<file path="config.mk">
export PLATFORM = sky130hd
export DESIGN_NAME = timestamp_delta_of_delta_packer
export DESIGN_NICKNAME = d
export VERILOG_FILES = /design/src/rtl/core/tddp_pkg.sv /design/src/rtl/core/tddp_encoder.sv /design/src/rtl/core/tddp_packer.sv /design/src/rtl/core/tddp_rsp_fifo.sv /design/src/rtl/core/timestamp_delta_of_delta_packer.sv
export SDC_FILE = /design/constraint.sdc
export NUM_CORES = 2
export LEC_CHECK = 0
export BUFFER_PORTS_ARGS = -buffer_cell sky130_fd_sc_hd__buf_4
export CAP_MARGIN = 20
export CORE_ASPECT_RATIO = 2
export CORE_MARGIN = 2
export CORE_UTILIZATION = 30
export CTS_CLUSTER_DIAMETER = 100
export CTS_CLUSTER_SIZE = 14
export DETAILED_ROUTE_END_ITERATION = 7
export GPL_TIMING_DRIVEN = 0
export PLACE_DENSITY = 0.54
export SYNTH_ARGS = -nofsm -noshare
export SYNTH_HDL_FRONTEND = slang
export SYNTH_SLANG_ARGS = --single-unit
export TNS_END_PERCENT = 1
</file>
<file path="constraint.sdc">
create_clock -name clock -period 26.2 [get_ports clock]
set_input_delay 2.62 -clock clock [delete_from_list [all_inputs] [get_ports clock]]
set_output_delay 2.62 -clock clock [all_outputs]
set_load 0.1 [all_outputs]
</file>
<file path="src/rtl/core/tddp_pkg.sv">
// ----------------------------------------------------------------------------
// Timestamp delta-of-delta packer package
// Shared request, response and stage types, command codes and code prefixes.
// ----------------------------------------------------------------------------
package tddp_pkg;

   // Command codes carried in a request.
   localparam logic [1:0] CMD_START = 2'd0;
   localparam logic [1:0] CMD_NEXT  = 2'd1;
   localparam logic [1:0] CMD_CLOSE = 2'd2;

   // Widths of the bit stream and of the staged code.
   localparam int WORD_W = 64;
   localparam int CODE_W = 128;
   localparam int NBITS_W = 7;

   // Prefixes of the variable-length delta-of-delta codes.
   localparam logic [1:0] PFX_SHORT  = 2'b10;
   localparam logic [2:0] PFX_MEDIUM = 3'b110;
   localparam logic [3:0] PFX_LONG   = 4'b1110;
   localparam logic [3:0] PFX_ESCAPE = 4'b1111;

   // Total code lengths in bits.
   localparam logic [NBITS_W-1:0] LEN_ZERO   = 7'd1;
   localparam logic [NBITS_W-1:0] LEN_SHORT  = 7'd9;
   localparam logic [NBITS_W-1:0] LEN_MEDIUM = 7'd12;
   localparam logic [NBITS_W-1:0] LEN_LONG   = 7'd16;
   localparam logic [NBITS_W-1:0] LEN_ESCAPE = 7'd36;
   localparam logic [NBITS_W-1:0] LEN_START  = 7'd64;
   localparam logic [NBITS_W-1:0] LEN_CLOSE  = 7'd100;

   // Response queue geometry.
   localparam int FIFO_DEPTH = 8;
   localparam int PTR_W      = 3;
   localparam int CNT_W      = 4;
   localparam int MAX_PUSH   = 3;

   typedef struct packed {
      logic [1:0]        command;
      logic [WORD_W-1:0] timestamp;
   } req_type;

   typedef struct packed {
      logic [WORD_W-1:0] packed_word;
      logic              last;
      logic              truncated;
   } rsp_type;

   // One encoded item: code bits left aligned, zero below its length.
   typedef struct packed {
      logic [CODE_W-1:0]  code;
      logic [NBITS_W-1:0] nbits;
      logic               close;
      logic               trunc;
   } enc_type;

endpackage

</file>
<file path="src/rtl/core/tddp_encoder.sv">
// ----------------------------------------------------------------------------
// Delta-of-delta encoder
// Registers each request as a left-aligned code with its length.
// ----------------------------------------------------------------------------
module tddp_encoder (
   input  logic              clock,
   input  logic              reset,
   input  logic              req_valid,
   output logic              req_ready,
   input  tddp_pkg::req_type req_data,
   output logic              enc_valid,
   output tddp_pkg::enc_type enc_data,
   input  logic              enc_take
);

   logic                         valid_ff;
   logic                         valid_in;
   tddp_pkg::enc_type            enc_ff;
   tddp_pkg::enc_type            enc_in;
   logic [tddp_pkg::WORD_W-1:0]  prev_ts_ff;
   logic [tddp_pkg::WORD_W-1:0]  prev_ts_in;
   logic [tddp_pkg::WORD_W-1:0]  prev_delta_ff;
   logic [tddp_pkg::WORD_W-1:0]  prev_delta_in;
   logic [tddp_pkg::WORD_W-1:0]  delta;
   logic [tddp_pkg::WORD_W-1:0]  dod;
   logic [tddp_pkg::WORD_W-1:0]  zz;
   logic                         accept;

   // The stage is free when empty or when the packer takes its item.
   assign req_ready = !valid_ff || enc_take;
   assign accept    = req_valid && req_ready;

   // Delta, delta-of-delta and zigzag mapping.
   assign delta = req_data.timestamp - prev_ts_ff;
   assign dod   = delta - prev_delta_ff;
   assign zz    = {dod[tddp_pkg::WORD_W-2:0], 1'b0} ^ {tddp_pkg::WORD_W{dod[tddp_pkg::WORD_W-1]}};

   // Select the code for the request.
   always_comb begin
      enc_in        = '0;
      prev_ts_in    = prev_ts_ff;
      prev_delta_in = prev_delta_ff;
      case (req_data.command)
         tddp_pkg::CMD_START: begin
            enc_in.code   = {req_data.timestamp, 64'd0};
            enc_in.nbits  = tddp_pkg::LEN_START;
            prev_ts_in    = req_data.timestamp;
            prev_delta_in = '0;
         end
         tddp_pkg::CMD_NEXT: begin
            if (dod == '0) begin
               enc_in.code  = '0;
               enc_in.nbits = tddp_pkg::LEN_ZERO;
            end else if (zz[63:7] == '0) begin
               enc_in.code  = {tddp_pkg::PFX_SHORT, zz[6:0], 119'd0};
               enc_in.nbits = tddp_pkg::LEN_SHORT;
            end else if (zz[63:9] == '0) begin
               enc_in.code  = {tddp_pkg::PFX_MEDIUM, zz[8:0], 116'd0};
               enc_in.nbits = tddp_pkg::LEN_MEDIUM;
            end else if (zz[63:12] == '0) begin
               enc_in.code  = {tddp_pkg::PFX_LONG, zz[11:0], 112'd0};
               enc_in.nbits = tddp_pkg::LEN_LONG;
            end else begin
               enc_in.code  = {tddp_pkg::PFX_ESCAPE, zz[31:0], 92'd0};
               enc_in.nbits = tddp_pkg::LEN_ESCAPE;
               enc_in.trunc = zz[63:32] != '0;
            end
            prev_ts_in    = req_data.timestamp;
            prev_delta_in = delta;
         end
         tddp_pkg::CMD_CLOSE: begin
            enc_in.code  = {tddp_pkg::PFX_ESCAPE, 32'hFFFF_FFFF, 92'd0};
            enc_in.nbits = tddp_pkg::LEN_CLOSE;
            enc_in.close = 1'b1;
         end
         default: begin
            // An unused command passes as an empty code.
            enc_in = '0;
         end
      endcase
   end

   // Stage valid follows accept and take.
   always_comb begin
      if (accept) begin
         valid_in = 1'b1;
      end else if (enc_take) begin
         valid_in = 1'b0;
      end else begin
         valid_in = valid_ff;
      end
   end

   // Control and history registers.
   always_ff @(posedge clock) begin
      if (reset) begin
         valid_ff      <= 1'b0;
         prev_ts_ff    <= '0;
         prev_delta_ff <= '0;
      end else begin
         valid_ff <= valid_in;
         if (accept) begin
            prev_ts_ff    <= prev_ts_in;
            prev_delta_ff <= prev_delta_in;
         end
      end
   end

   // Staged code.
   always_ff @(posedge clock) begin
      if (accept) begin
         enc_ff <= enc_in;
      end
   end

   assign enc_valid = valid_ff;
   assign enc_data  = enc_ff;

endmodule

</file>
<file path="src/rtl/core/tddp_packer.sv">
// ----------------------------------------------------------------------------
// Bit packer
// Appends each code to the pending bits and hands out completed words.
// ----------------------------------------------------------------------------
module tddp_packer (
   input  logic              clock,
   input  logic              reset,
   input  logic              enc_valid,
   input  tddp_pkg::enc_type enc_data,
   output logic              enc_take,
   input  logic              space_ok,
   output logic [1:0]        push_cnt,
   output tddp_pkg::rsp_type push_data [tddp_pkg::MAX_PUSH]
);

   // Pending bits are kept left aligned with zeros below the fill.
   logic [tddp_pkg::WORD_W-1:0] buf_ff;
   logic [tddp_pkg::WORD_W-1:0] buf_in;
   logic [5:0]                  fill_ff;
   logic [5:0]                  fill_in;
   logic [191:0]                stream;
   logic [7:0]                  total;
   logic [1:0]                  nfull;
   logic [5:0]                  rem;
   logic [1:0]                  nwords;
   logic [tddp_pkg::WORD_W-1:0] slice [tddp_pkg::MAX_PUSH];

   assign enc_take = enc_valid && space_ok;

   // Join pending bits and the new code into one window.
   assign stream = {buf_ff, 128'd0} | ({enc_data.code, 64'd0} >> fill_ff);
   assign total  = {2'b00, fill_ff} + {1'b0, enc_data.nbits};
   assign nfull  = total[7:6];
   assign rem    = total[5:0];

   assign slice[0] = stream[191:128];
   assign slice[1] = stream[127:64];
   assign slice[2] = stream[63:0];

   // A close also flushes the partial word.
   assign nwords = (enc_data.close && rem != '0) ? nfull + 2'd1 : nfull;

   // Words handed to the response queue.
   always_comb begin
      for (int i = 0; i < tddp_pkg::MAX_PUSH; i++) begin
         push_data[i].packed_word = slice[i];
         push_data[i].last        = 2'(i) == nwords - 2'd1;
         push_data[i].truncated   = enc_data.trunc;
      end
      push_cnt = enc_take ? nwords : 2'd0;
   end

   // Leftover bits after the completed words.
   always_comb begin
      if (enc_data.close) begin
         buf_in  = '0;
         fill_in = '0;
      end else begin
         fill_in = rem;
         case (nfull)
            2'd0:    buf_in = slice[0];
            2'd1:    buf_in = slice[1];
            default: buf_in = slice[2];
         endcase
      end
   end

   always_ff @(posedge clock) begin
      if (reset) begin
         buf_ff  <= '0;
         fill_ff <= '0;
      end else if (enc_take) begin
         buf_ff  <= buf_in;
         fill_ff <= fill_in;
      end
   end

   // A close leaves the buffer empty.
   a_close_empties: assert property (@(posedge clock) disable iff (reset)
      enc_take && enc_data.close |=> fill_ff == '0 && buf_ff == '0)
      else $error("close left pending bits");

endmodule

</file>
<file path="src/rtl/core/tddp_rsp_fifo.sv">
// ----------------------------------------------------------------------------
// Response queue
// Takes up to three words a cycle and sends one a cycle while rsp_ready is high.
// ----------------------------------------------------------------------------
module tddp_rsp_fifo (
   input  logic              clock,
   input  logic              reset,
   input  logic [1:0]        push_cnt,
   input  tddp_pkg::rsp_type push_data [tddp_pkg::MAX_PUSH],
   output logic              space_ok,
   output logic              rsp_valid,
   input  logic              rsp_ready,
   output tddp_pkg::rsp_type rsp_data
);

   tddp_pkg::rsp_type                mem [tddp_pkg::FIFO_DEPTH];
   logic [tddp_pkg::PTR_W-1:0]       wr_ptr_ff;
   logic [tddp_pkg::PTR_W-1:0]       wr_ptr_in;
   logic [tddp_pkg::PTR_W-1:0]       rd_ptr_ff;
   logic [tddp_pkg::PTR_W-1:0]       rd_ptr_in;
   logic [tddp_pkg::CNT_W-1:0]       count_ff;
   logic [tddp_pkg::CNT_W-1:0]       count_in;
   logic                             pop;

   assign pop       = rsp_valid && rsp_ready;
   assign rsp_valid = count_ff != '0;
   assign rsp_data  = mem[rd_ptr_ff];
   // Room for the largest burst one request can cause.
   assign space_ok  = count_ff <= tddp_pkg::CNT_W'(tddp_pkg::FIFO_DEPTH - tddp_pkg::MAX_PUSH);

   assign wr_ptr_in = wr_ptr_ff + tddp_pkg::PTR_W'(push_cnt);
   assign rd_ptr_in = rd_ptr_ff + tddp_pkg::PTR_W'(pop);
   assign count_in  = count_ff + tddp_pkg::CNT_W'(push_cnt) - tddp_pkg::CNT_W'(pop);

   // Pointers and fill count.
   always_ff @(posedge clock) begin
      if (reset) begin
         wr_ptr_ff <= '0;
         rd_ptr_ff <= '0;
         count_ff  <= '0;
      end else begin
         wr_ptr_ff <= wr_ptr_in;
         rd_ptr_ff <= rd_ptr_in;
         count_ff  <= count_in;
      end
   end

   // Storage, written at consecutive entries.
   always_ff @(posedge clock) begin
      for (int i = 0; i < tddp_pkg::MAX_PUSH; i++) begin
         if (2'(i) < push_cnt) begin
            mem[wr_ptr_ff + tddp_pkg::PTR_W'(i)] <= push_data[i];
         end
      end
   end

   a_no_overrun: assert property (@(posedge clock) disable iff (reset)
      count_ff <= tddp_pkg::CNT_W'(tddp_pkg::FIFO_DEPTH))
      else $error("response queue over depth");

   a_push_fits: assert property (@(posedge clock) disable iff (reset)
      push_cnt != 2'd0 |-> {1'b0, count_ff} + 5'(push_cnt) <= 5'(tddp_pkg::FIFO_DEPTH))
      else $error("push beyond free space");

   a_pop_drains: assert property (@(posedge clock) disable iff (reset)
      pop && push_cnt == 2'd0 |=> count_ff == $past(count_ff) - tddp_pkg::CNT_W'(1))
      else $error("pop did not drain the queue");

endmodule

</file>
<file path="src/rtl/core/timestamp_delta_of_delta_packer.sv">
// ----------------------------------------------------------------------------
// Timestamp delta-of-delta packer
// Packs a timestamp stream into 64-bit words of delta-of-delta codes.
//
//   Channel   Direction  Payload             Handshake
//   req_      in         command, timestamp  req_valid / req_ready
//   rsp_      out        word, last, trunc   rsp_valid / rsp_ready
//
// A request is registered in the encoder stage; the packer writes its words
// into the response queue when the queue has room, and the queue then offers
// its first word on rsp_valid.
// One request is accepted each cycle while the packer takes from the encoder.
// The packer holds a request while the eight-entry response queue has fewer
// than three free entries; a close can add three words in one cycle.
// Synchronous reset clears the history, the pending bits and the queue.
// ----------------------------------------------------------------------------
module timestamp_delta_of_delta_packer (
   input  logic              clock,
   input  logic              reset,
   input  logic              req_valid,
   output logic              req_ready,
   input  tddp_pkg::req_type req_data,
   output logic              rsp_valid,
   input  logic              rsp_ready,
   output tddp_pkg::rsp_type rsp_data
);

   logic              enc_valid;
   tddp_pkg::enc_type enc_data;
   logic              enc_take;
   logic              space_ok;
   logic [1:0]        push_cnt;
   tddp_pkg::rsp_type push_data [tddp_pkg::MAX_PUSH];

   // Encoder stage.
   tddp_encoder u_encoder (
      .clock     (clock),
      .reset     (reset),
      .req_valid (req_valid),
      .req_ready (req_ready),
      .req_data  (req_data),
      .enc_valid (enc_valid),
      .enc_data  (enc_data),
      .enc_take  (enc_take)
   );

   // Bit packer.
   tddp_packer u_packer (
      .clock     (clock),
      .reset     (reset),
      .enc_valid (enc_valid),
      .enc_data  (enc_data),
      .enc_take  (enc_take),
      .space_ok  (space_ok),
      .push_cnt  (push_cnt),
      .push_data (push_data)
   );

   // Response queue.
   tddp_rsp_fifo u_rsp_fifo (
      .clock     (clock),
      .reset     (reset),
      .push_cnt  (push_cnt),
      .push_data (push_data),
      .space_ok  (space_ok),
      .rsp_valid (rsp_valid),
      .rsp_ready (rsp_ready),
      .rsp_data  (rsp_data)
   );

endmodule

</file>
==> flow_summary.json <==
{
  "run_status": "finished, violations left",
  "violations": "slew limit",
  "routed_wl_um": 261600,
  "synth-compound-area-share_pct": 19.00,
  "postCtsSetupBuffers": 0,
  "p_leak_nw": 19.90,
  "start_kind": "input port",
  "r2r_slack_ns": 13.58,
  "synth_top_area_share_pct": 35.00,
  "cp-startpoint": "req_data[0]",
  "synthMostInstantiatedCell": "nor2_1",
  "synth_enable_flop_cells": 600,
  "track_usage_pct": 29.27,
  "nets": 6002,
  "setup_viol": 0,
  "max-cap-violations": 0,
  "fillers": 17823,
  "hold_end": "u_encoder.prev_ts_ff[38]",
  "fin_crit_sh_pct": 55.13,
  "tightest_slew_ns": 1.598,
  "p_switching_mw": 2.410,
  "clk_latency_ns": 0.69,
  "synth_top_family_by_area": "compound AO/OA/AOI/OAI gates",
  "dpl.hpwl_um": 206000,
  "critical_path.top_delay_family": "compound AO/OA/AOI/OAI gates",
  "grt-ovfl-total": 0,
  "crit_buf_inv": 8,
  "fin_crit_ns": 14.44,
  "syn2layout_area_growth_pct": 14.21,
  "worst-path-stages": 40,
  "multi_input_area_um2": 27120,
  "num_rows": 215,
  "grt_pass1_wl_um": 362500,
  "total_power_mw": 5.316,
  "maxSlewViolCount": 9,
  "yosys_warnings": 0,
  "grt_start_max_net_pins": 48,
  "synth_area_leaders": "edfxtp_1 (35%), nor2_1 (8.2%), dfxtp_1 (8.1%)",
  "cts_hold_buf": 0,
  "yosys.area.top_type": "edfxtp_1",
  "clockBufferDepth": 3,
  "crit_path_end_kind": "register",
  "syn_area_per_cell_um2": 9.363,
  "setup-tns-final_ns": 0,
  "slowest_stage": "a2111oi_0",
  "cts_max_level": 3,
  "die_h_um": 589.8,
  "synth_ff_type": "edfxtp_1",
  "clock_sinks": 809,
  "synthDistinctLibCells": 98,
  "cp_max_fo": 10,
  "ys_seq_area_share_pct": 43.13,
  "comb_power_share_pct": 50.1,
  "start_util_pct": 30.09,
  "post_cts.resized_instances": 0,
  "num_io_pins": 138,
  "initialDrtViolationCount": 4395,
  "path_class": "input port to register",
  "crit_arrival_ns": 14.84,
  "synthXorXnorAreaFrac_pct": 2.433,
  "numPortBuffers": 135,
  "cts_root_buffer": "clkbuf_16",
  "timing.rr.start": "u_encoder.prev_ts_ff[0]",
  "synthArstFlopShare_pct": 0,
  "dp_cells": 7970,
  "postSynthCellCount": 5498,
  "die_area_um2": 175100,
  "syn-num-nets": 5718,
  "core_area_um2": 171100,
  "numCtsBuffers": 69,
  "rsz0062_at_grt": "no",
  "drt-vias-per-instance": 5.873,
  "synthSimpleGateAreaFrac_pct": 16.03,
  "relSlewSlack_pct": -6.548,
  "grt_pass1_vias": 48441,
  "slowest_delay_ns": 0.86,
  "fin_skew_ns": 0.03916,
  "placed_cell_area_um2": 56410,
  "die_w_um": 296.9,
  "synth_common_cells": "nor2_1 (1,129), edfxtp_1 (600), nand2_1 (478)",
  "ff_latch_area_um2": 22200,
  "cts_tree": "yes",
  "r2r-end": "u_encoder.enc_data[134]",
  "synth-seq-cells": 809,
  "min-delay-start": "u_encoder.prev_ts_ff[38]",
  "drive_gt1_share_pct": 11.17,
  "hold_viol": 0,
  "synth_area_um2": 51480,
  "finalNonFillerCells": 8120,
  "crit_path_frequent_cell": "a21o_1",
  "synthAdderAreaFrac_pct": 3.704,
  "wire_per_inst_um": 32.21,
  "max-vdd-ir-drop_mv": 0.08062,
  "ff2ff_path_depth": 38,
  "firstDrtPassIters": 7,
  "min_delay_path_depth": 2,
  "ant_nets": 0,
  "switching_share_pct": 45.34,
  "p_per_area_nw_per_um2": 90.42,
  "internal-power_mw": 2.905,
  "drc": 0,
  "required_ns": 26.59,
  "fmax_mhz": 69.23,
  "dr_total_vias": 47688,
  "design_area_um2": 58790,
  "synthMuxAreaShare_pct": 11.17,
  "place.gp.congestion": 1.021,
  "clk_pin_slew_ns": 0.08,
  "antenna_found_initial": 13,
  "p_seq_share_pct": 29.9,
  "min_path_type": "register to register",
  "clockPowerShare_pct": 19.9
}
## state kept, by name, indices dropped and copies added (netlist names), 3 cells and up
signal and cells:
u_packer.fill_ff 6, u_rsp_fifo.count_ff 4, u_encoder.enc_data 72, u_rsp_fifo.wr_ptr_ff 3
u_encoder.prev_delta_ff 64, u_packer.buf_ff 64, u_encoder.prev_ts_ff 64, u_rsp_fifo.rd_ptr_ff 3
u_rsp_fifo.mem 528
## through the flow
| step | hold slack (ns) | util, % | worst slack, ns |
|---|---|---|---|
| final | 0.4536 | 34.36 | 11.76 |
| after CTS | 0.4568 | 34.19 | 11.49 |
| after floorplan | 0.4363 | - | 15.30 |
| after detailed placement | 0.4467 | 32.97 | 10.83 |
| after global placement | 0.4411 | 32.35 | 10.79 |
| after global routing | 0.4677 | 34.36 | 11.37 |
## area by class of cell
type / count / area share, %
clock inverters: 10 / 0.2894
flip-flops and latches: 809 / 37.76
repair buffers: 213 / 3.716
plain buffers: 422 / 2.771
inverters: 188 / 1.200
multi-input cells: 4079 / 46.12
clock buffers: 115 / 3.267
diodes: 6 / 0.02554
well taps: 2278 / 4.848
## power groups by stage
stage	clock network [mW]	logic (mW)	registers (mW)
6_report	1.06	2.67	1.59
3_3_place_gp	0	2.52	1.62
5_1_grt	1.11	2.80	1.60
4_1_cts	1.07	2.59	1.59
2_1_floorplan	0	1.73	1.60
3_5_place_dp	0	2.58	1.62
## how the worst max path moves through the flow
| stage | to | slack [ns] |
|---|---|---|
| detailed placement | u_encoder.enc_data[134] | 10.83 |
| global placement | u_encoder.enc_data[134] | 10.79 |
| floorplan | u_encoder.enc_data[103] | 15.30 |
| CTS | u_encoder.enc_data[134] | 11.49 |
| finish | u_encoder.enc_data[134] | 11.76 |
| global route | u_encoder.enc_data[127] | 11.37 |
## layout by cell type, fill, tap and decap left out, drive strengths merged, types with 63 or more instances in the layout
| master | n |
|---|---|
| a21oi | 443 |
| o21ai | 177 |
| mux2i | 74 |
| a22oi | 69 |
| nor2 | 1129 |
| mux4 | 185 |
| buf | 291 |
| a21o | 68 |
| nand2 | 478 |
| edfxtp | 600 |
| dfxtp | 209 |
| inv | 190 |
| clkbuf | 459 |
| a211oi | 411 |
| ha | 146 |
| mux2 | 75 |
| nand3 | 63 |
| xnor2 | 91 |
## tightest hold or removal path, stage by stage, from the launching register on
cell and delay [ns]:
dfxtp_1 0.31, nand2_1 0.05, a21oi_1 0.05
## logic make-up (layout without fill, tap and decap cells)
group	after synthesis	after routing
buf+inv	610	948
flops	809	809
xor+xnor	143	143
mux	334	334
compound gates	1485	1485
other cells	0	6
simple gates	1967	1967
fa+ha+maj	150	150
## routing by layer
metal | GRT usage [%] | up-vias | share of wire (%) | wire length, um
met5 | 0.1916 | - | 0.044 | 115
met4 | 32.06 | 12 | 13 | 35160
met3 | 5.578 | 1109 | 6.0 | 15710
met2 | 54.47 | 2510 | 52 | 136600
met1 | 24.55 | 23258 | 28 | 74000
li1 | - | 20799 | - | -
(Power assumes the default switching activity.)
